**src/hdl/pcd_pkg.sv**
```systemverilog
`timescale 1ns / 1ps
package pcd_pkg;

  localparam int NUM_TILES = 16;
  localparam int TILE_W    = 4;
  localparam int PART_W    = 4;
  localparam int IDX_W     = 10;
  localparam int FUNC_W    = 2;
  localparam int KIND_W    = 3;
  localparam int STATE_W   = 2;
  localparam int SCHEME_W  = 3;
  localparam int ENTRY_W   = STATE_W + NUM_TILES;
  localparam int QDEPTH    = 2;
  localparam int MAX_NOTIFY = 15;

  // request kinds
  localparam logic [FUNC_W-1:0] FN_READ = 2'd0;
  localparam logic [FUNC_W-1:0] FN_RDX  = 2'd1;
  localparam logic [FUNC_W-1:0] FN_UPG  = 2'd2;

  // entry states
  localparam logic [STATE_W-1:0] DST_I  = 2'd0;
  localparam logic [STATE_W-1:0] DST_S  = 2'd1;
  localparam logic [STATE_W-1:0] DST_EM = 2'd2;
  localparam logic [STATE_W-1:0] DST_BAD = 2'd3;

  // message kinds
  localparam logic [KIND_W-1:0] K_INV  = 3'd0;
  localparam logic [KIND_W-1:0] K_INT  = 3'd1;
  localparam logic [KIND_W-1:0] K_DATA = 3'd2;
  localparam logic [KIND_W-1:0] K_ACK  = 3'd3;
  localparam logic [KIND_W-1:0] K_NONE = 3'd4;
  localparam logic [KIND_W-1:0] K_ERR  = 3'd5;

  // partition schemes
  localparam logic [SCHEME_W-1:0] SCH_1 = 3'd0;
  localparam logic [SCHEME_W-1:0] SCH_2 = 3'd1;
  localparam logic [SCHEME_W-1:0] SCH_4 = 3'd2;
  localparam logic [SCHEME_W-1:0] SCH_8 = 3'd3;

  typedef struct packed {
    logic [FUNC_W-1:0] func;
    logic [IDX_W-1:0]  idx;
    logic [TILE_W-1:0] tile;
    logic [PART_W-1:0] part;
  } req_t;

  function automatic logic [PART_W-1:0] tile_to_part(input logic [SCHEME_W-1:0] scheme,
                                                     input logic [TILE_W-1:0] t);
    logic [PART_W-1:0] p;
    case (scheme)
      SCH_1:   p = t;
      SCH_2:   p = {1'b0, t[3:1]};
      SCH_4:   p = {2'b00, t[3], t[1]};
      SCH_8:   p = {3'b000, ~t[3]};
      default: p = '0;
    endcase
    return p;
  endfunction

endpackage

```
**src/hdl/pcd_front.sv**
```systemverilog
`timescale 1ns / 1ps
module pcd_front #(
  parameter int DIR_DEPTH = 1024
) (
  input  logic                           clk,
  input  logic                           rst,
  input  logic                           cfg_valid,
  output logic                           cfg_ready,
  input  logic [pcd_pkg::SCHEME_W-1:0]   cfg_data,
  input  logic                           s_valid,
  output logic                           s_ready,
  input  logic [pcd_pkg::FUNC_W-1:0]     func,
  input  logic [pcd_pkg::IDX_W-1:0]      block_index,
  input  logic [pcd_pkg::TILE_W-1:0]     from_tile,
  input  logic                           clearing,
  output logic                           push,
  output pcd_pkg::req_t                  push_data,
  input  logic                           push_ready
);
  import pcd_pkg::*;

  // depth is at least 16, so the quotient of a 10-bit index fits in IDX_W-4 bits
  localparam int RED_STEPS = IDX_W - 4;
  localparam int CMP_W = IDX_W + 32;

  logic [SCHEME_W-1:0] part_scheme;
  logic [IDX_W-1:0]    idx_red;

  assign cfg_ready = 1'b1;

  always_ff @(posedge clk) begin
    if (rst) begin
      part_scheme <= SCH_1;
    end else if (cfg_valid) begin
      part_scheme <= cfg_data;
    end
  end

  // index modulo depth by restoring subtraction of shifted depths
  always_comb begin
    idx_red = block_index;
    for (int k = RED_STEPS - 1; k >= 0; k--) begin
      if (CMP_W'(idx_red) >= (CMP_W'(DIR_DEPTH) << k)) begin
        idx_red = idx_red - IDX_W'(CMP_W'(DIR_DEPTH) << k);
      end
    end
  end

  assign s_ready        = push_ready && !clearing;
  assign push           = s_valid && s_ready;
  assign push_data.func = func;
  assign push_data.idx  = idx_red;
  assign push_data.tile = from_tile;
  assign push_data.part = tile_to_part(part_scheme, from_tile);

endmodule

```
**config.mk**
```make
export PLATFORM = sky130hd
export DESIGN_NAME = pcd_front
export DESIGN_NICKNAME = d
export VERILOG_FILES = /design/src/hdl/pcd_pkg.sv /design/src/hdl/pcd_front.sv
export SDC_FILE = /design/constraint.sdc
export NUM_CORES = 1
export LEC_CHECK = 0
export BUFFER_PORTS_ARGS = -buffer_cell sky130_fd_sc_hd__buf_2
export CORE_AREA = 2 2 39 41
export CTS_CLUSTER_SIZE = 28
export DETAILED_ROUTE_END_ITERATION = 6
export DIE_AREA = 0 0 41 43
export GPL_TIMING_DRIVEN = 0
export PLACE_DENSITY_LB_ADDON = 0.3
export SLEW_MARGIN = 20
export SYNTH_ARGS = -nofsm -noshare
export SYNTH_HDL_FRONTEND = slang
export SYNTH_SLANG_ARGS = --single-unit
export TNS_END_PERCENT = 1
```
**constraint.sdc**
```tcl
create_clock -name clk -period 2 [get_ports clk]
set_clock_uncertainty 0.05 [all_clocks]
set_input_delay 0.2 -clock clk [delete_from_list [all_inputs] [get_ports clk]]
set_output_delay 0.2 -clock clk [all_outputs]
set_load 0.02 [all_outputs]
```
* After elaboration in Yosys (flattened, before gate mapping)
Cells that the tools add are included.
** Storage, ports and cells
- Logic and storage cells :: 10
- Input port bits :: 25
- Register bits after elaboration :: 3
- Output and inout bits :: 23
** Operators by class
- Bitwise gates (word level) :: 1
- Muxes and demuxes :: 1
- Reduce and logical (&&, ||, !) cells :: 4
- Equality and inequality tests :: 3
** Operator list (count)
- 4-bit one-hot mux with 4 select lines :: 1
- 3-bit by 2-bit equality test with 1-bit output (second input constant) :: 2
- 3-bit by 1-bit equality test with 1-bit output (second input constant) :: 1
- 3-bit logical NOT :: 1
- 1-bit logical AND :: 2
- 1-bit logical NOT :: 1
- 1-bit inverter :: 1

* Logic depth before layout (Yosys ltp)
- Depth after elaboration :: 3
- Depth in mapped cells :: 4

* Worst setup path before layout
No wires, ideal clock.
- Kind :: flip-flop to output port
- Start point :: reg part_scheme[1]
- End point :: out push_data[3] in the netlist's numbering
- Slack :: 561 ps
- Required time :: 1750 ps
- Arrival time :: 1189 ps
- Cell stages (with the launch flop) :: 3
- Path through :: dfxtp_1 buf_6 nor4b_1
** RTL lines
- start, declared :: RTL line pcd_front.sv:26 : logic [SCHEME_W-1:0] part_scheme;
- start signal, assigned :: RTL line pcd_front.sv:35 : part_scheme <= cfg_data;
- end, declared :: RTL line pcd_front.sv:17 : output pcd_pkg::req_t push_data,

==> flow_metrics.env <==
export IMPL_status="finished, final reports clean"
export IMPL_clockRootBuffer="clkbuf_4"
export IMPL_crit_arrival_ns=1.22
export IMPL_netlist_cell_type_count=15
export IMPL_top_regs="part_scheme (3)"
export IMPL_maxCapViolCount=0
export IMPL_post_cts_buffers=0
export IMPL_avgViaCountPerCell=3.80
export IMPL_crit_fanout=8
export IMPL_fmax_ghz=0.681
export IMPL_drt_initial_drc_count=1
export IMPL_hold_path_end="part_scheme[2]"
export IMPL_synthesis_area_um2=374
export IMPL_fill_cells=159
export IMPL_hold_depth=2
export IMPL_start_kind="flip-flop"
export IMPL_wl_met3_um=93
export IMPL_wl_per_cell_um=7.82
export IMPL_vias=365
export IMPL_finalHoldViolCount=0
export IMPL_dp_hpwl_um=661
export IMPL_fp_dieW_um=41
export IMPL_synth_yosys_seq_area_share_pct=16.1
export IMPL_wl_met2_um=386
export IMPL_drv_slew=0
export IMPL_top_register="part_scheme"
export IMPL_powerDensity_nw_per_um2=522
export IMPL_finalWorstSetupSlack_ns=0.531
export IMPL_netlist_instances=42
export IMPL_antenna_left=0
export IMPL_cts_repair_resized=0
export IMPL_grt_max_degree=9
export IMPL_dp_worst_setup_slack_ns=0.760
export IMPL_clk_pin_slew_ns=0.04
export IMPL_post_route_period_util_pct=73.4
export IMPL_drive_above_1_share_pct=77.5
export IMPL_htree_levels=1
export IMPL_cts_sinks=3
export IMPL_start_util_pct=27.0
export IMPL_setup_viol=0
export IMPL_avgSynthCellArea_um2=8.91
export IMPL_synth_seq_cells=3
export IMPL_top_layer_used="met3"
export IMPL_ir_worst_vdd_mv=0.323
export IMPL_rows=14
export IMPL_grt_pass1_vias=287
export IMPL_yosys_warnings=0
export IMPL_largest_register_ffs=3
export IMPL_hold_path_startpoint="rst"
export IMPL_r2r_start="part_scheme[0]"
export IMPL_end_kind="output pin"
export IMPL_hold_path_class="primary input to flip-flop"
export IMPL_crit_required_ns=1.75
export IMPL_r2r_slack_ns=1.18
export IMPL_io_buffers=34
export IMPL_leakagePower_nw=0.335
export IMPL_grt_ovfl_total=0
export IMPL_clk_path_buf_depth=2
export IMPL_cts_made_buffers=3
export IMPL_cts_tree="built"
export IMPL_grt_antenna_before_repair=0
export IMPL_finalSetupTns_ns=0
export IMPL_dr_pass1_iters=2
export IMPL_io_pins=48
export IMPL_path_class="flip-flop to output pin"
export IMPL_r2r_cells=2
export IMPL_antenna_cells=0
export IMPL_drt_wl_total_um=751
export IMPL_rsz0062_at_grt="no"
export IMPL_r2r_end="part_scheme[0]"
export IMPL_cts_hold_buf=0
export IMPL_layout_nets=106
export IMPL_die_area_um2=1760
export IMPL_core_area_um2=1380
export IMPL_track_usage_pct=8.63
export IMPL_synthesis_nets=67
export IMPL_min_period_ns=1.47
export IMPL_route_detailed_drc=0
export IMPL_wl_met1_um=271
export IMPL_clock_latency_ns=0.23
export IMPL_syn2layout_area_growth_pct=57.9
export IMPL_gp_congestion=0.602
export IMPL_die_y_um=43
export IMPL_grt_pass1_wl_um=1010
[cell families (layout without fill, tap and decap cells)]
family / Yosys count / in the layout / share of synthesized area (%)
other cells: 1 / 1 / 1.00
simple gates: 11 / 11 / 21.4
mux: 5 / 5 / 13.4
flops: 3 / 3 / 16.1
buf+inv: 19 / 57 / 38.1
compound gates: 3 / 3 / 10.0
[final cells by class]
class                      count  area (µm²)  share of cell area, %
buffer                        18         139                   23.5
clock buffer                   4        26.3                   4.45
inverter                       1        3.75                  0.636
multi-input combinational     20         171                   29.0
sequential                     3        60.1                   10.2
tap                           16        20.0                   3.39
timing repair buffer          34         170                   28.8
[how the worst max path moves through the flow]
stage,slack (ns),start,to,cells past startpoint
CTS,0.51,part_scheme[1],push_data[1],5
global placement,0.76,part_scheme[1],push_data[0],5
finish,0.53,part_scheme[1],push_data[1],5
floorplan,0.56,part_scheme[1],push_data[3],2
detailed placement,0.76,part_scheme[1],push_data[1],5
global route,0.46,part_scheme[1],push_data[1],5
[cell usage in the layout, fill, tap and decap left out]
cell and n:
buf_2 34, conb_1 1, dfxtp_1 3, buf_4 17, nand2b_1 1, nor2b_4 1, nor2b_1 1, nor2_1 3
nor4b_1 1, inv_2 1, and2b_1 1, clkbuf_1 1, mux2i_1 5, a211oi_2 3, and2_1 1, nor3_2 2
clkbuf_4 3, buf_6 1
[through the flow]
stage	power, mW	hold slack [ns]	util, %	instance area (µm²)	std cells
6_report	0.308	0.110	42.7	591	96
5_1_grt	0.332	0.115	42.7	591	96
4_1_cts	0.316	0.104	42.7	591	96
3_5_place_dp	0.208	0.350	40.8	564	92
3_3_place_gp	0.206	0.342	40.8	564	92
2_1_floorplan	0.165	0.222	-	374	42
[cells in the mapped netlist]
| cell | instances | share of area (%) |
|---|---|---|
| and2b_1 | 1 | 2.0 |
| nor2b_1 | 1 | 1.7 |
| nand2b_1 | 1 | 1.7 |
| a211oi_2 | 3 | 10 |
| buf_4 | 17 | 34 |
| nor3_2 | 2 | 5.4 |
| conb_1 | 1 | 1.0 |
| nor2b_4 | 1 | 3.7 |
| nor4b_1 | 1 | 2.3 |
| and2_1 | 1 | 1.7 |
| nor2_1 | 3 | 3.0 |
| dfxtp_1 | 3 | 16 |
| mux2i_1 | 5 | 13 |
| inv_2 | 1 | 1.0 |
| buf_6 | 1 | 3.0 |
[routing by layer]
| metal | global-route usage [%] | vias up |
|---|---|---|
| met5 | 0 | - |
| met4 | 6.00 | 0 |
| met3 | 3.14 | 0 |
| met2 | 14.7 | 21 |
| met1 | 7.69 | 148 |
| li1 | - | 196 |
[power breakdown]
group | switching (mW) | internal (mW) | total (mW)
sequential | 0.00527 | 0.0638 | 0.0691
combinational | 0.0691 | 0.0667 | 0.136
clock | 0.0287 | 0.0746 | 0.103
[worst max-delay path: stages (launching register included)]
cell and delay [ns]:
dfxtp_1 0.30, buf_6 0.13, nor2b_4 0.13, a211oi_2 0.06, a211oi_2 0.19, buf_2 0.19
No activity file was read; power rests on OpenSTA's default activity.
