[config.mk]
export PLATFORM = sky130hd
export DESIGN_NAME = pcd_queue
export DESIGN_NICKNAME = d
export VERILOG_FILES = /design/src/hdl/pcd_pkg.sv /design/src/hdl/pcd_queue.sv
export SDC_FILE = /design/constraint.sdc
export NUM_CORES = 1
export LEC_CHECK = 0
export BUFFER_PORTS_ARGS = -buffer_cell sky130_fd_sc_hd__buf_2
export CAP_MARGIN = 0
export CORE_ASPECT_RATIO = 0.6
export CORE_UTILIZATION = 30
export CTS_CLUSTER_SIZE = 14
export DETAILED_ROUTE_END_ITERATION = 12
export PLACE_DENSITY = 0.48
export SLEW_MARGIN = 20
export SYNTH_ARGS = -nofsm -noshare
export SYNTH_HDL_FRONTEND = slang
export SYNTH_SLANG_ARGS = --single-unit
export TNS_END_PERCENT = 50
[constraint.sdc]
create_clock -name clk -period 2.7 [get_ports clk]
set_input_delay 0.135 -clock clk [delete_from_list [all_inputs] [get_ports clk]]
set_output_delay 0.135 -clock clk [all_outputs]
set_load 0.01 [all_outputs]
[src/hdl/pcd_pkg.sv]
`timescale 1ns / 1ps
package pcd_pkg;

  localparam int NUM_TILES = 16;
  localparam int TILE_W    = 4;
  localparam int PART_W    = 4;
  localparam int IDX_W     = 10;
  localparam int FUNC_W    = 2;
  localparam int KIND_W    = 3;
  localparam int STATE_W   = 2;
  localparam int SCHEME_W  = 3;
  localparam int ENTRY_W   = STATE_W + NUM_TILES;
  localparam int QDEPTH    = 2;
  localparam int MAX_NOTIFY = 15;

  // request kinds
  localparam logic [FUNC_W-1:0] FN_READ = 2'd0;
  localparam logic [FUNC_W-1:0] FN_RDX  = 2'd1;
  localparam logic [FUNC_W-1:0] FN_UPG  = 2'd2;

  // entry states
  localparam logic [STATE_W-1:0] DST_I  = 2'd0;
  localparam logic [STATE_W-1:0] DST_S  = 2'd1;
  localparam logic [STATE_W-1:0] DST_EM = 2'd2;
  localparam logic [STATE_W-1:0] DST_BAD = 2'd3;

  // message kinds
  localparam logic [KIND_W-1:0] K_INV  = 3'd0;
  localparam logic [KIND_W-1:0] K_INT  = 3'd1;
  localparam logic [KIND_W-1:0] K_DATA = 3'd2;
  localparam logic [KIND_W-1:0] K_ACK  = 3'd3;
  localparam logic [KIND_W-1:0] K_NONE = 3'd4;
  localparam logic [KIND_W-1:0] K_ERR  = 3'd5;

  // partition schemes
  localparam logic [SCHEME_W-1:0] SCH_1 = 3'd0;
  localparam logic [SCHEME_W-1:0] SCH_2 = 3'd1;
  localparam logic [SCHEME_W-1:0] SCH_4 = 3'd2;
  localparam logic [SCHEME_W-1:0] SCH_8 = 3'd3;

  typedef struct packed {
    logic [FUNC_W-1:0] func;
    logic [IDX_W-1:0]  idx;
    logic [TILE_W-1:0] tile;
    logic [PART_W-1:0] part;
  } req_t;

  function automatic logic [PART_W-1:0] tile_to_part(input logic [SCHEME_W-1:0] scheme,
                                                     input logic [TILE_W-1:0] t);
    logic [PART_W-1:0] p;
    case (scheme)
      SCH_1:   p = t;
      SCH_2:   p = {1'b0, t[3:1]};
      SCH_4:   p = {2'b00, t[3], t[1]};
      SCH_8:   p = {3'b000, ~t[3]};
      default: p = '0;
    endcase
    return p;
  endfunction

endpackage

[src/hdl/pcd_queue.sv]
`timescale 1ns / 1ps
module pcd_queue (
  input  logic          clk,
  input  logic          rst,
  input  logic          push,
  input  pcd_pkg::req_t push_data,
  output logic          push_ready,
  input  logic          pop,
  output pcd_pkg::req_t pop_data,
  output logic          pop_valid
);
  import pcd_pkg::*;

  localparam int PW = $clog2(QDEPTH);
  localparam int CW = $clog2(QDEPTH + 1);

  req_t          slots [QDEPTH];
  logic [PW-1:0] wr_ptr;
  logic [PW-1:0] rd_ptr;
  logic [CW-1:0] count;
  logic          do_push;
  logic          do_pop;

  assign push_ready = (count != CW'(QDEPTH));
  assign pop_valid  = (count != '0);
  assign pop_data   = slots[rd_ptr];
  assign do_push    = push && push_ready;
  assign do_pop     = pop && pop_valid;

  always_ff @(posedge clk) begin
    if (do_push) begin
      slots[wr_ptr] <= push_data;
    end
  end

  always_ff @(posedge clk) begin
    if (rst) begin
      wr_ptr <= '0;
      rd_ptr <= '0;
      count  <= '0;
    end else begin
      if (do_push) begin
        wr_ptr <= (wr_ptr == PW'(QDEPTH - 1)) ? '0 : wr_ptr + 1'b1;
      end
      if (do_pop) begin
        rd_ptr <= (rd_ptr == PW'(QDEPTH - 1)) ? '0 : rd_ptr + 1'b1;
      end
      if (do_push && !do_pop) begin
        count <= count + 1'b1;
      end else if (do_pop && !do_push) begin
        count <= count - 1'b1;
      end
    end
  end

endmodule

# Yosys cells after proc, flatten, opt, wreduce, memory -nomap -nowiden
# Memories as Yosys holds them, arrays and structs flattened. A register that Yosys moved wholly into a read port is not among the register bits.
# Index checks and enable logic that the tools add are counted.
dict set report op_classes {
  add_sub_neg 4
  n_reduce_logical 8
  mux 8
  eq_ne 1
}
# operator n
set ops {}
lappend ops {{2-to-1 mux 1 bit} 6}
lappend ops {{logical AND 1 bit} 4}
lappend ops {{2-to-1 mux 2 bit} 2}
lappend ops {{nonzero test 2 bit} 2}
lappend ops {{adder 1 bit, second input constant} 2}
lappend ops {{adder 2 x 1 -> 2 bit, second input constant} 1}
lappend ops {{logical NOT 1 bit} 2}
lappend ops {{inequality test 2 bit, second input constant} 1}
lappend ops {{subtractor 2 x 1 -> 2 bit, second input constant} 1}
dict set report word_totals {
  inputBits 24
  memories 1
  regBits 4
  wordCells 25
  ramBits 40
  output_inout_bits 22
}
# name depth word_bits read_ports rd_ports_with_merged_regs write_ports line
set memory_table {}
lappend memory_table {slots 2 20 1 1 1 pcd_queue.sv:17} ;# req_t slots [QDEPTH];

# Longest topological paths before layout
dict set report logic_depth {
  word_depth 6
  ltp_mapped 6
  depth_no_buf 6
}

# Least setup slack after synthesis
# Ideal clock, no wire load.
dict set report synth_path {
  path_type {register to register}
  start {register count[0]}
  end {register count[1]}
  path_buffers 0
  required_time_ns 2.630
  period_less_slack_ns 1.582
  path_stages_with_launch 6
  arrival_ns 1.512
  path_slack_ns 1.118
  setup_time_ns 0.070
  path_cell_list {dfxtp_1 nand2b_1 and2_1 ha_1 or3_1 a21oi_1}
}
dict set report synth_between {
  elab_chain_cells 5
  word_cells_on_any_way 13
  cone_classes {add/sub (2); eq/ne (1); mux (2); reduce/logical (8)}
}
# element line
set synth_rtl {}
lappend synth_rtl {{start: declaration} pcd_queue.sv:20} ;# logic [CW-1:0] count;
lappend synth_rtl {{start signal: assignment} pcd_queue.sv:49} ;# count <= count + 1'b1;
lappend synth_rtl {{start signal: assignment} pcd_queue.sv:51} ;# count <= count - 1'b1;
lappend synth_rtl {{inequality test 2 bit (*)} pcd_queue.sv:24} ;# assign push_ready = (count != CW'(QDEPTH));
lappend synth_rtl {{via push_ready} pcd_queue.sv:7} ;# output logic push_ready,
lappend synth_rtl {{logical AND 1 bit (*)} pcd_queue.sv:27} ;# assign do_push = push && push_ready;
lappend synth_rtl {{via do_push} pcd_queue.sv:21} ;# logic do_push;
lappend synth_rtl {{logical NOT 1 bit} pcd_queue.sv:50} ;# end else if (do_pop && !do_push) begin
lappend synth_rtl {{logical AND 1 bit} pcd_queue.sv:50}
lappend synth_rtl {{nonzero test 2 bit (no line)} n/a}
# Mark *: on every way through the listed nets, which the timed path passes. The rest lies on a longest branch. The select of a mux whose other input is x is not followed.
# A chain may end at the register's enable or synchronous reset.

==> results.py <==
metrics = {
    "routing": {
        "dr.first_iter.drc_count": 22,
        "route.vias.total": 876,
        "ant_nets": 0,
        "drc": 3,
        "finalWirelength_um": 2730,
        "wl_per_cell_um": 13.3,
        "drt_pass1_iterations": 8,
        "vias_per_cell": 4.27,
    },
    "clock_network": {
        "root_buffer": "clkbuf_8",
        "insertion_delay_ps": 290,
        "tritoncts": "done",
        "htreeDepth": 2,
        "ctsHoldBuffers": 0,
        "cts_resized": 0,
        "clk_path_buf_depth": 2,
        "cts.sinks": 45,
        "cts.clk_slew.worst_paths_ps": 70,
        "cts_made_buffers": 5,
        "postCtsSetupBuffers": 0,
    },
    "floorplanning": {
        "die_x_um": 98.0,
        "initial_utilization": 0.320,
        "die_area_um2": 5840,
        "fp.coreArea_um2": 5180,
        "boundaryPins": 46,
        "num_rows": 20,
        "fp.dieH_um": 59.6,
    },
    "finish": {
        "layout.nets": 163,
        "fin_cells": 205,
        "antennaDiodeCount": 0,
        "syn2layout_area_growth_pct": 23.8,
        "drive_gt1_frac": 0.540,
        "layout_commonest_cell": "buf_2",
        "n_fill_cell": 477,
        "final_cell_mix": "buf_2, edfxtp_1, mux2_2, dfxtp_1, clkbuf_8",
    },
    "run": {
        "drv_cap": 0,
    },
    "worst_hold_path": {
        "min_path_type": "input pin to flop",
    },
    "yosys": {
        "synth.net_count": 111,
        "synth_top_cell_by_area": "edfxtp_1",
        "synth.top_cells.by_area": "edfxtp_1, mux2_2, dfxtp_1",
        "synth.avg_cell_area_um2": 19.3,
        "synthesis.area_um2": 1660,
        "synth_top_cell_area_share": 0.724,
        "synthCells": 86,
        "yosys_warnings": 0,
        "ys_seq_area_frac": 0.784,
        "ys_ff_latch": 45,
        "synth.distinct_cells": 17,
    },
    "pwr": {
        "peakVddDrop_v": 0.000318,
        "p_leak_uw": 0.000779,
        "powerDensity_nw_per_um2": 867,
    },
    "global_route": {
        "overflow": 0,
        "grt_usage": 0.104,
        "grt_pass1_vias": 926,
        "grt_max_degree": 21,
        "grt_pass1_wl_um": 4340,
        "antenna_found_initial": 0,
    },
    "run_status": {
        "violations": "design-rule violations",
        "status": "finished, violations left",
    },
    "critical_path": {
        "crit_arrival_ps": 1680,
        "start_kind": "flop",
        "slowest_stage": "dfxtp_1",
        "required_ps": 2570,
        "worst_path_largest_cell_delay_ps": 600,
        "crit_type": "flop to output port",
        "crit_path_cell_trace": "buf_4, mux2_2, buf_2",
        "endpoint_kind": "output port",
        "critPathTopFamily": "flip-flops",
        "crit_buf_inv": 2,
        "worstPathMaxFanout": 11,
    },
    "timing": {
        "skew_ps": 2.04,
        "setup-violations-final": 0,
        "hold_ws_ps": 30.1,
        "timing.final.ws_setup_ps": 890,
        "rsz0062_at_grt": "no",
        "fin_setup_tns_ps": 0,
        "layout_min_cycle_time_ps": 1810,
        "fmax_ghz": 0.552,
        "final-max-slew-violation-count": 0,
        "hold_viol": 0,
        "post-route-period-util": 0.670,
        "slew_headroom": 0.464,
        "tightest_slew_ps": 804,
    },
    "placed_design": {
        "port_buffers": 45,
        "place_congestion": 0.658,
        "dp_hpwl_um": 1910,
        "dpl_worst_slack_ps": 973,
        "placedCellCount": 197,
    },
}
state kept, by name, indices dropped and copies added (netlist names), named ones only:
register / flops
slots: 40
count: 2
rd_ptr: 1
wr_ptr: 1
worst register-to-register path: cells and delay by family, from the launching register on:
kind / cells / cell delay, ps
buffers and inverters: 1 / 600
DFF: 1 / 400
and+or+nand+nor: 2 / 330
cell usage after synthesis:
cell type  instances
mux2_2            20
ha_1               1
o21ai_0            2
inv_1              1
nand2b_1           1
and3_1             1
or3_1              1
dfxtp_1            5
edfxtp_1          40
or2_2              1
and2_1             1
nor2_1             3
buf_2              2
a21oi_1            2
xor2_1             3
nand3b_1           1
a21bo_2            1
final cells by class:
class,count,area [um^2],share of cell area
Timing Repair Buffer,47,240,0.117
Clock inverter,3,12.5,0.00609
Sequential cell,45,1300,0.634
Inverter,1,3.75,0.00183
Clock buffer,5,68.8,0.0335
Tap cell,66,82.6,0.0402
Multi-Input combinational cell,38,344,0.168
power by group:
group          switching [uW]  internal, uW  total [uW]  leakage (uW)
combinational             239           237         476      0.000321
sequential               52.1           875         927      0.000415
clock                     202           174         376     0.0000430
routing by layer:
| layer | global-route usage | share of wire | up-vias |
|---|---|---|---|
| met4 | 0.0519 | 0.012 | 0 |
| li1 | - | - | 428 |
| met1 | 0.115 | 0.44 | 410 |
| met2 | 0.168 | 0.45 | 33 |
| met5 | 0 | 0 | - |
| met3 | 0.0554 | 0.099 | 5 |
cell families (layout without fill, tap and decap cells):
group,Yosys count,count (layout),synth area share
xor gates and xnor gates,3,3,0.0158
AOI/OAI and AO/OA,5,5,0.0181
muxes,20,20,0.136
adders and majority gates,1,1,0.00754
buffers and inverters,3,56,0.00829
and+or+nand+nor,9,9,0.0302
DFF,45,45,0.784
per-stage QoR:
step	utilization	total power, uW	cell area [um^2]
finish	0.396	1780	2050
detailed placement	0.381	1430	1970
global placement	0.381	1420	1970
CTS	0.396	1810	2050
floorplan	-	1240	1660
global route	0.396	1890	2050
worst paths after layout:
check / slack [ps] / depth (start not counted) / to / startpoint
setup / recovery: 890 / 3 / pop_data[9] / flop
hold / removal: 30 / 1 / slots[0][0]$_DFFE_PP_ / push_data[0]
setup reg to reg: 990 / 3 / slots[0][13]$_DFFE_PP_ / count[0]$_SDFFE_PP0P_
hold reg to reg: 510 / 2 / flop / rd_ptr$_SDFFE_PP0P_
(Power assumes the default switching activity.)
