--- config.mk ---
export PLATFORM = sky130hd
export DESIGN_NAME = pcd_back
export DESIGN_NICKNAME = d
export VERILOG_FILES = /design/src/hdl/pcd_pkg.sv /design/src/hdl/pcd_back.sv
export SDC_FILE = /design/constraint.sdc
export NUM_CORES = 1
export LEC_CHECK = 0
export ABC_AREA = 1
export CAP_MARGIN = 25
export CORE_MARGIN = 3
export CORE_UTILIZATION = 57
export CTS_CLUSTER_DIAMETER = 200
export DETAILED_ROUTE_END_ITERATION = 7
export DONT_BUFFER_PORTS = 1
export GPL_TIMING_DRIVEN = 1
export MAX_ROUTING_LAYER = met4
export PLACE_DENSITY = 0.75
export SETUP_SLACK_MARGIN = 0.4
export SKIP_CTS_REPAIR_TIMING = 1
export SYNTH_ARGS = -nofsm -noshare
export SYNTH_HDL_FRONTEND = slang
export SYNTH_SLANG_ARGS = --single-unit
--- constraint.sdc ---
create_clock -name clk -period 2.05 [get_ports clk]
set_input_delay 0.41 -clock clk [delete_from_list [all_inputs] [get_ports clk]]
set_output_delay 0.41 -clock clk [all_outputs]
set_load 0.01 [all_outputs]
--- src/hdl/pcd_pkg.sv ---
`timescale 1ns / 1ps
package pcd_pkg;

  localparam int NUM_TILES = 16;
  localparam int TILE_W    = 4;
  localparam int PART_W    = 4;
  localparam int IDX_W     = 10;
  localparam int FUNC_W    = 2;
  localparam int KIND_W    = 3;
  localparam int STATE_W   = 2;
  localparam int SCHEME_W  = 3;
  localparam int ENTRY_W   = STATE_W + NUM_TILES;
  localparam int QDEPTH    = 2;
  localparam int MAX_NOTIFY = 15;

  // request kinds
  localparam logic [FUNC_W-1:0] FN_READ = 2'd0;
  localparam logic [FUNC_W-1:0] FN_RDX  = 2'd1;
  localparam logic [FUNC_W-1:0] FN_UPG  = 2'd2;

  // entry states
  localparam logic [STATE_W-1:0] DST_I  = 2'd0;
  localparam logic [STATE_W-1:0] DST_S  = 2'd1;
  localparam logic [STATE_W-1:0] DST_EM = 2'd2;
  localparam logic [STATE_W-1:0] DST_BAD = 2'd3;

  // message kinds
  localparam logic [KIND_W-1:0] K_INV  = 3'd0;
  localparam logic [KIND_W-1:0] K_INT  = 3'd1;
  localparam logic [KIND_W-1:0] K_DATA = 3'd2;
  localparam logic [KIND_W-1:0] K_ACK  = 3'd3;
  localparam logic [KIND_W-1:0] K_NONE = 3'd4;
  localparam logic [KIND_W-1:0] K_ERR  = 3'd5;

  // partition schemes
  localparam logic [SCHEME_W-1:0] SCH_1 = 3'd0;
  localparam logic [SCHEME_W-1:0] SCH_2 = 3'd1;
  localparam logic [SCHEME_W-1:0] SCH_4 = 3'd2;
  localparam logic [SCHEME_W-1:0] SCH_8 = 3'd3;

  typedef struct packed {
    logic [FUNC_W-1:0] func;
    logic [IDX_W-1:0]  idx;
    logic [TILE_W-1:0] tile;
    logic [PART_W-1:0] part;
  } req_t;

  function automatic logic [PART_W-1:0] tile_to_part(input logic [SCHEME_W-1:0] scheme,
                                                     input logic [TILE_W-1:0] t);
    logic [PART_W-1:0] p;
    case (scheme)
      SCH_1:   p = t;
      SCH_2:   p = {1'b0, t[3:1]};
      SCH_4:   p = {2'b00, t[3], t[1]};
      SCH_8:   p = {3'b000, ~t[3]};
      default: p = '0;
    endcase
    return p;
  endfunction

endpackage

--- src/hdl/pcd_back.sv ---
`timescale 1ns / 1ps
module pcd_back #(
  parameter int DIR_DEPTH = 1024
) (
  input  logic                             clk,
  input  logic                             rst,
  input  logic                             q_valid,
  input  pcd_pkg::req_t                    q_data,
  output logic                             q_pop,
  output logic                             clearing,
  output logic                             ram_we,
  output logic [$clog2(DIR_DEPTH)-1:0]     ram_waddr,
  output logic [pcd_pkg::ENTRY_W-1:0]      ram_wdata,
  output logic [$clog2(DIR_DEPTH)-1:0]     ram_raddr,
  input  logic [pcd_pkg::ENTRY_W-1:0]      ram_rdata,
  output logic                             m_valid,
  input  logic                             m_ready,
  output logic [pcd_pkg::KIND_W-1:0]       msg_kind,
  output logic [pcd_pkg::PART_W-1:0]       target_part,
  output logic [pcd_pkg::TILE_W-1:0]       target_tile,
  output logic [pcd_pkg::STATE_W-1:0]      new_state,
  output logic                             last
);
  import pcd_pkg::*;

  localparam int AW = $clog2(DIR_DEPTH);
  localparam int CNT_W = $clog2(MAX_NOTIFY + 1);

  typedef enum logic [3:0] {
    BK_CLEAR = 4'b0001,
    BK_IDLE  = 4'b0010,
    BK_READ  = 4'b0100,
    BK_EMIT  = 4'b1000
  } back_state_t;

  back_state_t          state;
  back_state_t          state_next;
  logic [AW-1:0]        clr_addr;
  req_t                 req;
  logic [NUM_TILES-1:0] notify;
  logic [KIND_W-1:0]    notify_kind;
  logic [KIND_W-1:0]    final_kind;
  logic [STATE_W-1:0]   final_state;
  logic [CNT_W-1:0]     sent;

  // decode of the entry just read
  logic [STATE_W-1:0]   cur_st;
  logic [NUM_TILES-1:0] cur_sh;
  logic [NUM_TILES-1:0] pbit;
  logic [NUM_TILES-1:0] dec_notify;
  logic [NUM_TILES-1:0] dec_clear;
  logic [KIND_W-1:0]    dec_msgk;
  logic [KIND_W-1:0]    dec_kind;
  logic [STATE_W-1:0]   dec_nst;
  logic                 dec_err;

  logic                 out_free;
  logic                 emit_notify;
  logic [PART_W-1:0]    low_part;

  always_comb begin
    cur_st     = ram_rdata[ENTRY_W-1:NUM_TILES];
    cur_sh     = ram_rdata[NUM_TILES-1:0];
    pbit       = NUM_TILES'(1) << req.part;
    dec_notify = '0;
    dec_clear  = '0;
    dec_msgk   = K_INV;
    dec_kind   = K_ERR;
    dec_nst    = DST_I;
    dec_err    = 1'b0;
    if (cur_st == DST_BAD) begin
      cur_st = DST_I;
    end
    case (req.func)
      FN_READ: begin
        dec_kind = K_DATA;
        if (cur_st == DST_EM) begin
          dec_notify = cur_sh;
          dec_msgk   = K_INT;
          dec_nst    = DST_S;
        end else if (cur_st == DST_S) begin
          dec_nst = DST_S;
        end else begin
          dec_nst = DST_EM;
        end
      end
      FN_RDX: begin
        dec_nst = DST_EM;
        if (cur_st == DST_I) begin
          dec_kind = K_NONE;
        end else begin
          dec_notify = cur_sh & ~pbit;
          dec_clear  = dec_notify;
          dec_kind   = (cur_st == DST_EM) ? K_DATA : K_NONE;
        end
      end
      FN_UPG: begin
        if (cur_st == DST_S) begin
          dec_notify = cur_sh & ~pbit;
          dec_clear  = dec_notify;
          dec_kind   = K_ACK;
          dec_nst    = DST_EM;
        end else begin
          dec_err = 1'b1;
          dec_nst = cur_st;
        end
      end
      default: begin
        dec_err = 1'b1;
        dec_nst = cur_st;
      end
    endcase
  end

  // lowest pending sharer partition
  always_comb begin
    low_part = '0;
    for (int q = NUM_TILES - 1; q >= 0; q--) begin
      if (notify[q]) begin
        low_part = PART_W'(q);
      end
    end
  end

  assign out_free    = !m_valid || m_ready;
  assign emit_notify = (notify != '0) && (sent != CNT_W'(MAX_NOTIFY));
  assign clearing    = (state == BK_CLEAR);
  assign q_pop       = (state == BK_IDLE);
  assign ram_raddr   = AW'(q_data.idx);

  always_comb begin
    ram_we    = 1'b0;
    ram_waddr = AW'(req.idx);
    ram_wdata = {dec_nst, (cur_sh & ~dec_clear) | pbit};
    case (state)
      BK_CLEAR: begin
        ram_we    = 1'b1;
        ram_waddr = clr_addr;
        ram_wdata = '0;
      end
      BK_READ: ram_we = !dec_err;
      default: ram_we = 1'b0;
    endcase
  end

  always_comb begin
    state_next = state;
    case (state)
      BK_CLEAR: if (clr_addr == AW'(DIR_DEPTH - 1)) state_next = BK_IDLE;
      BK_IDLE:  if (q_valid) state_next = BK_READ;
      BK_READ:  state_next = BK_EMIT;
      BK_EMIT:  if (out_free && !emit_notify) state_next = BK_IDLE;
      default:  state_next = BK_CLEAR;
    endcase
  end

  always_ff @(posedge clk) begin
    if (rst) begin
      state    <= BK_CLEAR;
      clr_addr <= '0;
      m_valid  <= 1'b0;
    end else begin
      state <= state_next;
      if (state == BK_CLEAR) begin
        clr_addr <= clr_addr + 1'b1;
      end
      if (state == BK_EMIT && out_free) begin
        m_valid <= 1'b1;
      end else if (m_ready) begin
        m_valid <= 1'b0;
      end
    end
  end

  always_ff @(posedge clk) begin
    if (state == BK_IDLE && q_valid) begin
      req <= q_data;
    end
    if (state == BK_READ) begin
      notify      <= dec_notify;
      notify_kind <= dec_msgk;
      final_kind  <= dec_kind;
      final_state <= dec_nst;
      sent        <= '0;
    end
    if (state == BK_EMIT && out_free) begin
      target_tile <= req.tile;
      new_state   <= final_state;
      if (emit_notify) begin
        msg_kind    <= notify_kind;
        target_part <= low_part;
        last        <= 1'b0;
        notify      <= notify & (notify - 1'b1);
        sent        <= sent + 1'b1;
      end else begin
        msg_kind    <= final_kind;
        target_part <= req.part;
        last        <= 1'b1;
      end
    end
  end

endmodule

# Word level (Yosys, flattened, before mapping)
# Index checks and enable logic that the tools add are counted.
totals:
  ff_bits: 77
  latch_bits: 0
  mem_bits_rw: 0
  romBits: 0
  inputBits: 42
  wordCells: 106
  mem_count: 0
op_classes:
  n_addsub: 3
  mul: 0
  div_mod_pow: 0
  n_lt_le_gt_ge: 0
  n_eq_ne: 14
  shift: 1
  muxes: 51
  n_bitwise: 6
  reduce_logical: 14
ops:
  columns: ["op", "n"]
  rows:
  - ["$mux 16", 6]
  - ["$mux 4", 23]
  - ["$and 16x16->16", 3]
  - ["$pmux 16 s3", 1]
  - ["$not 16->16", 2]
  - ["$pmux 16 s2", 1]
  - ["$mux 18", 1]
  - ["$or 16x16->16", 1]
  - ["$pmux 4 s4", 1]
  - ["$reduce_bool 16->1", 1]
  - ["$shl 1x4->16 const A", 1]
  - ["$sub 16x1->16 const B", 1]
  - ["$mux 3", 4]
  - ["$add 10x1->10 const B", 1]
  - ["$eq 10x10->1 const B", 1]
  - ["$mux 10", 1]
  - ["$pmux 3 s3", 1]
  - ["$mux 2", 4]
  - ["$eq 2x2->1 const B", 3]
  - ["$pmux 2 s3", 1]
  - ["$mux 1", 5]
  - ["$add 4x1->4 const B", 1]
  - ["$eq 2x1->1 const B", 2]
  - ["$eq 4x1->1 const B", 1]
  - ["14 further kinds", 22]

# Longest topological paths before layout
# Gate-level depths: netlist of run 1.
logic_depth:
  ltp_word: 17
  ltp_mapped: 17
  depth_no_buf: 17

# Worst setup path after synthesis of run 1
# No wires, ideal clock.
synth_path:
  path_kind: "in2out"
  start: "input port ram_rdata[16] (netlist bit)"
  end: "output port ram_wdata[0] (netlist bit)"
  arrival_ns: 1.841
  required_ns: 1.640
  path_slack_ns: -0.201
  cell_stages: 9
  n_path_buf: 1
  path_cell_list: "inv_1 ha_1 inv_1 a21oi_2 inv_1 nand2_1 buf_2 nand2_1 a21oi_1"
synth_between:
  elab_chain_len: 9
synth_lines:
  columns: ["item", "line", "text"]
  rows:
  - ["start: declaration", "pcd_back.sv:15", "input logic [pcd_pkg::ENTRY_W-1:0] ram_rdata,"]
  - ["$eq 2x2->1", "pcd_back.sv:71", "if (cur_st == DST_BAD) begin"]
  - ["$mux 2 *", "pcd_back.sv:71", null]
  - ["$eq 2x1->1 or $logic_not 2->1 (tied branches)", "pcd_back.sv:98, pcd_back.sv:89", null]
  - ["$mux 16 (on tied branches)", "pcd_back.sv:98, pcd_back.sv:89", null]
  - ["$pmux 16 s2 *", "pcd_back.sv:74", "case (req.func)"]
  - ["$not 16->16 *", "pcd_back.sv:134", "ram_wdata = {dec_nst, (cur_sh & ~dec_clear) | pbit};"]
  - ["$and 16x16->16 *", "pcd_back.sv:134", null]
  - ["$or 16x16->16 *", "pcd_back.sv:134", null]
  - ["$mux 18 *", "pcd_back.sv:135", "case (state)"]
  - ["end: declaration", "pcd_back.sv:13", "output logic [pcd_pkg::ENTRY_W-1:0] ram_wdata,"]
# Every way passes the cells marked *; elsewhere a longest branch is shown, timed or not.

# Worst setup path after layout of run 1
layout_path:
  start: "register req[19] (netlist bit)"
  end: "output port ram_wdata[4] (netlist bit)"
layout_between:
  elab_chain_len: 6
layout_lines:
  columns: ["item", "line", "text"]
  rows:
  - ["start: declaration", "pcd_back.sv:39", "req_t req;"]
  - ["start signal: assignment", "pcd_back.sv:177", "req <= q_data;"]
  - ["$eq 2x2->1 or $eq 2x1->1 (tied branches)", "pcd_back.sv:74", null]
  - ["$pmux 16 s2 *", "pcd_back.sv:74", null]
  - ["$not 16->16 *", "pcd_back.sv:134", null]
  - ["$and 16x16->16 *", "pcd_back.sv:134", null]
  - ["$or 16x16->16 *", "pcd_back.sv:134", null]
  - ["$mux 18 *", "pcd_back.sv:135", null]
# Marks and branches as above.

==> results of run 1 <==
## registers in the layout, indices dropped and copies added (netlist names)
signal	flops
clr_addr	10
final_kind	3
final_state	2
last	1
m_valid	1
msg_kind	3
new_state	2
notify	16
notify_kind	1
req	20
sent	4
state	4
target_part	4
target_tile	4
## metrics by stage
step / cells / setup TNS [ns] / hold WS, ns / setup slack (ns)
CTS: 550 / -5.56 / 0.108 / -0.296
global route: 578 / -3.98 / 0.107 / -0.247
global placement: 534 / 0 / 0.402 / 0.156
detailed placement: 534 / 0 / 0.406 / 0.0948
floorplan: 465 / 0 / 0.400 / 0.140
finish: 578 / -2.55 / 0.118 / -0.186
## kinds of logic after synthesis
kind of cell | synth area share (%)
AOI/OAI and AO/OA | 16.1
muxes | 0.263
adders and majority gates | 2.96
buffers and inverters | 10.1
DFF | 49.9
xor gates and xnor gates | 0.230
and+or+nand+nor | 20.5
## path summary, 6_finish.rpt
| kind | startpoint | to | slack, ns | cells after the start |
|---|---|---|---|---|
| worst min register to register | req[6] | target_tile[2] | 0.42 | 0 |
| worst min-delay path | rst | state[2] | 0.12 | 1 |
| worst max register to register | state[2] | clr_addr[9] | 0.27 | 13 |
| worst max-delay path | req[19] | ram_wdata[4] | -0.19 | 8 |
## cells in the final DEF (no fill, tap or decap), types with 14 or more instances in the layout
| cell type | instances |
|---|---|
| inv_1 | 56 |
| nor2_2 | 15 |
| buf_4 | 32 |
| o21ai_0 | 22 |
| nor2_1 | 28 |
| edfxtp_1 | 40 |
| a21oi_1 | 23 |
| nand2_1 | 68 |
| nand2_2 | 21 |
| dfxtp_1 | 23 |
| a21oi_2 | 14 |
## layout make-up
class                   count  area, sq um
clock buffers              10          128
clock inverters             6         41.3
fillers                   414         1510
inverters                  68          295
multi-input cells         300         2020
flip-flops and latches     75         1920
well taps                  77         96.3
repair buffers             42          414
## power breakdown
group          total, mW  internal (mW)  leakage [nW]  switching, mW
combinational      0.443          0.184          1.21          0.259
sequential          1.61           1.59         0.649         0.0208
clock              0.996          0.440        0.0866          0.557
total               3.05           2.21          1.94          0.836
## layer usage
layer / wire, microns / GRT usage (%) / share of wire (%) / vias to the layer above
li1: - / - / - / 1628
met1: 4100 / 29.4 / 39 / 1600
met2: 5200 / 39.2 / 50 / 206
met3: 819 / 5.17 / 7.9 / 24
met4: 280 / 11.4 / 2.7 / 0
met5: 0 / - / 0 / -
## worst max-delay path: stages (launching register included)
cell and delay [ns]:
edfxtp_1 0.43, ha_2 0.22, nand2_2 0.07, inv_2 0.05, a21oi_4 0.16, clkinv_4 0.14
nand2_8 0.13, nand2_1 0.08, a21oi_2 0.19
==> flow_metrics.env, run 1 <==
export IMPL_status="complete, but fails checks"
export IMPL_violations="setup timing"
export IMPL_grt_max_degree=28
export IMPL_htree_num_levels=3
export IMPL_syn_nets=516
export IMPL_cts_made_buffers=9
export IMPL_critPathCaptureType="primary output"
export IMPL_drcViolationCount=0
export IMPL_setup_viol=19
export IMPL_ios=98
export IMPL_synthFlopType="edfxtp_1"
export IMPL_vdd_drop_max_v=0.000463
export IMPL_critPathLaunchType="flip-flop"
export IMPL_slew_viol_final=0
export IMPL_synth_seq_cells=75
export IMPL_synth_top_area_share_pct=31.5
export IMPL_slew_headroom_pct=66.2
export IMPL_wirelength_microns=10400
export IMPL_power_total_mw=3.05
export IMPL_setup_ws_ns=-0.186
export IMPL_synth_area_leaders="edfxtp_1, dfxtp_1, nand2_1, inv_1, a21oi_1"
export IMPL_place_hpwl_microns=6420
export IMPL_wl_per_cell_microns=18.0
export IMPL_min_period_over_period_pct=109
export IMPL_clock_latency_ns=0.35
export IMPL_arrival_ns=1.83
export IMPL_max_slew_worst_pin_slew_ns=0.506
export IMPL_layout_drive_gt1_share_pct=35.9
export IMPL_grt_overflow=0
export IMPL_seq_area_frac_synth_pct=49.9
export IMPL_final_nets=547
export IMPL_yosysMostFrequentCell="nand2_1"
export IMPL_start_util_pct=59.3
export IMPL_grt_pass1_wl_microns=13700
export IMPL_antenna_found_initial=0
export IMPL_cp_required_ns=1.64
export IMPL_yosysWarnings=0
export IMPL_die_width_microns=87.8
export IMPL_ant_nets=0
export IMPL_clockRootBuffer="clkbuf_8"
export IMPL_grt_pass1_vias=2967
export IMPL_viasPerCell=5.98
export IMPL_portBuffers=0
export IMPL_cts_max_path_buffers=2
export IMPL_clkTransAtPathRegs_ns=0.08
export IMPL_drt_pass1_iter_count=6
export IMPL_synth_distinct_cells=37
export IMPL_cts_sinks=75
export IMPL_synth_edf_count=40
export IMPL_hold_viol=0
export IMPL_die_h_microns=87.8
export IMPL_p_per_area_mw_per_mm2=620
export IMPL_design_area_sq_mm=0.00492
export IMPL_crit_type="flip-flop to primary output"
export IMPL_die_area_sq_mm=0.00770
export IMPL_clock_skew_final_ns=0.0110
export IMPL_synth_commonest_cells="nand2_1, inv_1, nor2_1, a21oi_1, edfxtp_1"
export IMPL_finalCriticalPeriod_ns=2.24
export IMPL_core_area_sq_mm=0.00642
export IMPL_rsz0062_at_grt="true"
export IMPL_area_growth_pct=29.0
export IMPL_synth_area_leader_cell="edfxtp_1"
export IMPL_cp_max_fo=8
export IMPL_grtUsageTotal_pct=24.4
export IMPL_max_freq_mhz=447
export IMPL_drt_iter0_drc=363
export IMPL_synthArstFlopShare_pct=0
export IMPL_gp_congestion=0.904
export IMPL_place_area_sq_mm=0.00400
export IMPL_cap_violations=0
export IMPL_syn_area_sq_mm=0.00381
export IMPL_syn_inst=465
export IMPL_hold_class="input pin to flip-flop"
export IMPL_syn_area_per_cell_sq_um=8.19
export IMPL_utilization_pct=76.5
export IMPL_power_leakage_nw=1.94
export IMPL_vias=3458
export IMPL_antennaDiodeCount=0
export IMPL_cts_tree="built"
export IMPL_fp_row_count=29
(Power assumes the default switching activity.)
==> run 2: changes to the inputs <==
BUFFER_PORTS_ARGS = -buffer_cell sky130_fd_sc_hd__buf_2   (was not set)
CORE_UTILIZATION = 48   (was 57)
DONT_BUFFER_PORTS = not set   (was 1)
PLACE_DENSITY = 0.76   (was 0.75)
SETUP_SLACK_MARGIN = not set   (was 0.4)
==> flow_metrics.env, run 2 (synthesis results as in run 1) <==
export IMPL_final_nets=630
export IMPL_cts_tree="built"
export IMPL_utilization_pct=65.1
export IMPL_slew_headroom_pct=65.0
export IMPL_place_hpwl_microns=7050
export IMPL_ff2ff_path_depth=9
export IMPL_cts_made_buffers=9
export IMPL_grtUsageTotal_pct=23.0
export IMPL_arrival_ns=1.89
export IMPL_cpMaxStageDelayCell="edfxtp_1"
export IMPL_area_growth_pct=27.9
export IMPL_cp_required_ns=1.64
export IMPL_die_area_sq_mm=0.00904
export IMPL_power_leakage_nw=2.22
export IMPL_slew_viol_final=0
export IMPL_wirelength_microns=10000
export IMPL_place_inst=655
export IMPL_p_per_area_mw_per_mm2=658
export IMPL_grt_pass1_vias=3410
export IMPL_setup_viol=18
export IMPL_vias=3624
export IMPL_hold_class="input pin to flip-flop"
export IMPL_whs_path_depth=1
export IMPL_top_register="req"
export IMPL_fin_worst_hold_slack_ns=0.220
export IMPL_cpMostUsedCell="inv_2"
export IMPL_clockRootBuffer="clkbuf_8"
export IMPL_clock_skew_final_ns=0.00940
export IMPL_cp_cell_sequence="ha_4, nand2_2, inv_2, a21oi_4, inv_2, nand2_4, clkbuf_16, nand2_1, a21oi_2, buf_2"
export IMPL_critPathLaunchType="flip-flop"
export IMPL_crit_type="flip-flop to primary output"
export IMPL_drt_pass1_iter_count=7
export IMPL_min_period_over_period_pct=112
export IMPL_die_h_microns=95.1
export IMPL_grt_overflow=0
export IMPL_die_width_microns=95.1
export IMPL_layout_drive_gt1_share_pct=30.7
export IMPL_cts_sinks=75
export IMPL_core_area_sq_mm=0.00749
export IMPL_drt_iter0_drc=249
export IMPL_start_util_pct=50.9
export IMPL_finalCriticalPeriod_ns=2.30
export IMPL_power_total_mw=3.21
export IMPL_antennaDiodeCount=0
export IMPL_final_cell_mix="buf_2, nand2_1, inv_1"
export IMPL_clkTransAtPathRegs_ns=0.09
export IMPL_violations="DRC, setup timing"
export IMPL_ant_nets=0
export IMPL_fin_cells=683
export IMPL_hold_viol=0
export IMPL_cts_max_path_buffers=2
export IMPL_critPathCaptureType="primary output"
export IMPL_max_slew_worst_pin_slew_ns=0.520
export IMPL_htree_num_levels=3
export IMPL_portBuffers=97
export IMPL_ios=98
export IMPL_grt_pass1_wl_microns=15700
export IMPL_cap_violations=0
export IMPL_wl_per_cell_microns=14.7
export IMPL_fp_row_count=31
export IMPL_grt_max_degree=28
export IMPL_clock_latency_ns=0.36
export IMPL_setup_ws_ns=-0.248
export IMPL_status="complete, but fails checks"
export IMPL_gp_congestion=0.956
export IMPL_largest_register_ffs=20
export IMPL_cp_max_fo=8
export IMPL_final_common_cell="buf_2"
export IMPL_preCtsSetupSlack_ns=-0.0330
export IMPL_rsz0062_at_grt="true"
export IMPL_antenna_found_initial=0
export IMPL_reg_top3="req x20, notify x16, clr_addr x10"
export IMPL_cpPeakStageDelay_ns=0.45
export IMPL_max_freq_mhz=435
export IMPL_drcViolationCount=2
export IMPL_vdd_drop_max_v=0.000476
export IMPL_viasPerCell=5.31
[run 2: changes by cell type in the layout (fill, tap and decap cells not counted), moves of 8 or more]
cell     change
o21ai_0      +8
dfxtp_1     +11
buf_2       +97
nor2_1      +22
nand2_1     +19
nor2_4      -11
nand2_2     -17
dfxtp_2     -10
nor2_2      -11
[run 2: worst paths after layout]
check                               start             end  slack [ns]
worst max-delay path              req[19]    ram_wdata[4]       -0.25
worst min-delay path            q_data[7]          req[7]        0.22
worst max register to register  notify[4]        state[1]        0.14
worst min register to register     req[7]  target_tile[3]        0.42
[run 2: layer usage]
layer  GRT usage (%)  part of all wire, %
met4            8.65                  2.3
met1            28.7                   41
met5               -                    0
met2            36.8                   48
met3            4.97                  8.2
[run 2: through the flow]
| step | setup TNS, ns | area, sq um |
|---|---|---|
| after floorplan | 0 | 3850 |
| after global placement | 0 | 4470 |
| after detailed placement | -0.182 | 4470 |
| after CTS | -4.49 | 4680 |
| after global routing | -5.80 | 4870 |
| final | -3.68 | 4870 |
[run 2: area by class of cell]
cell class,instances,area (sq um)
Fill cell,646,2610
Sequential cell,75,1900
Multi-Input combinational cell,299,1630
Timing Repair Buffer,126,749
Inverter,68,263
Clock buffer,9,124
Tap cell,99,124
Clock inverter,7,81.3
[run 2: worst max-delay path, delay by kind of cell, from the launching register on]
family	cells	cell delay, ns
AOI/OAI and AO/OA	2	0.22
adders and majority gates	1	0.20
buffers and inverters	4	0.42
DFF	1	0.45
and+or+nand+nor	3	0.23
[run 2: power by group]
group | internal (mW) | leakage, nW | switching, mW
registers | 1.59 | 0.645 | 0.0154
clock network | 0.584 | 0.103 | 0.627
logic | 0.166 | 1.47 | 0.223
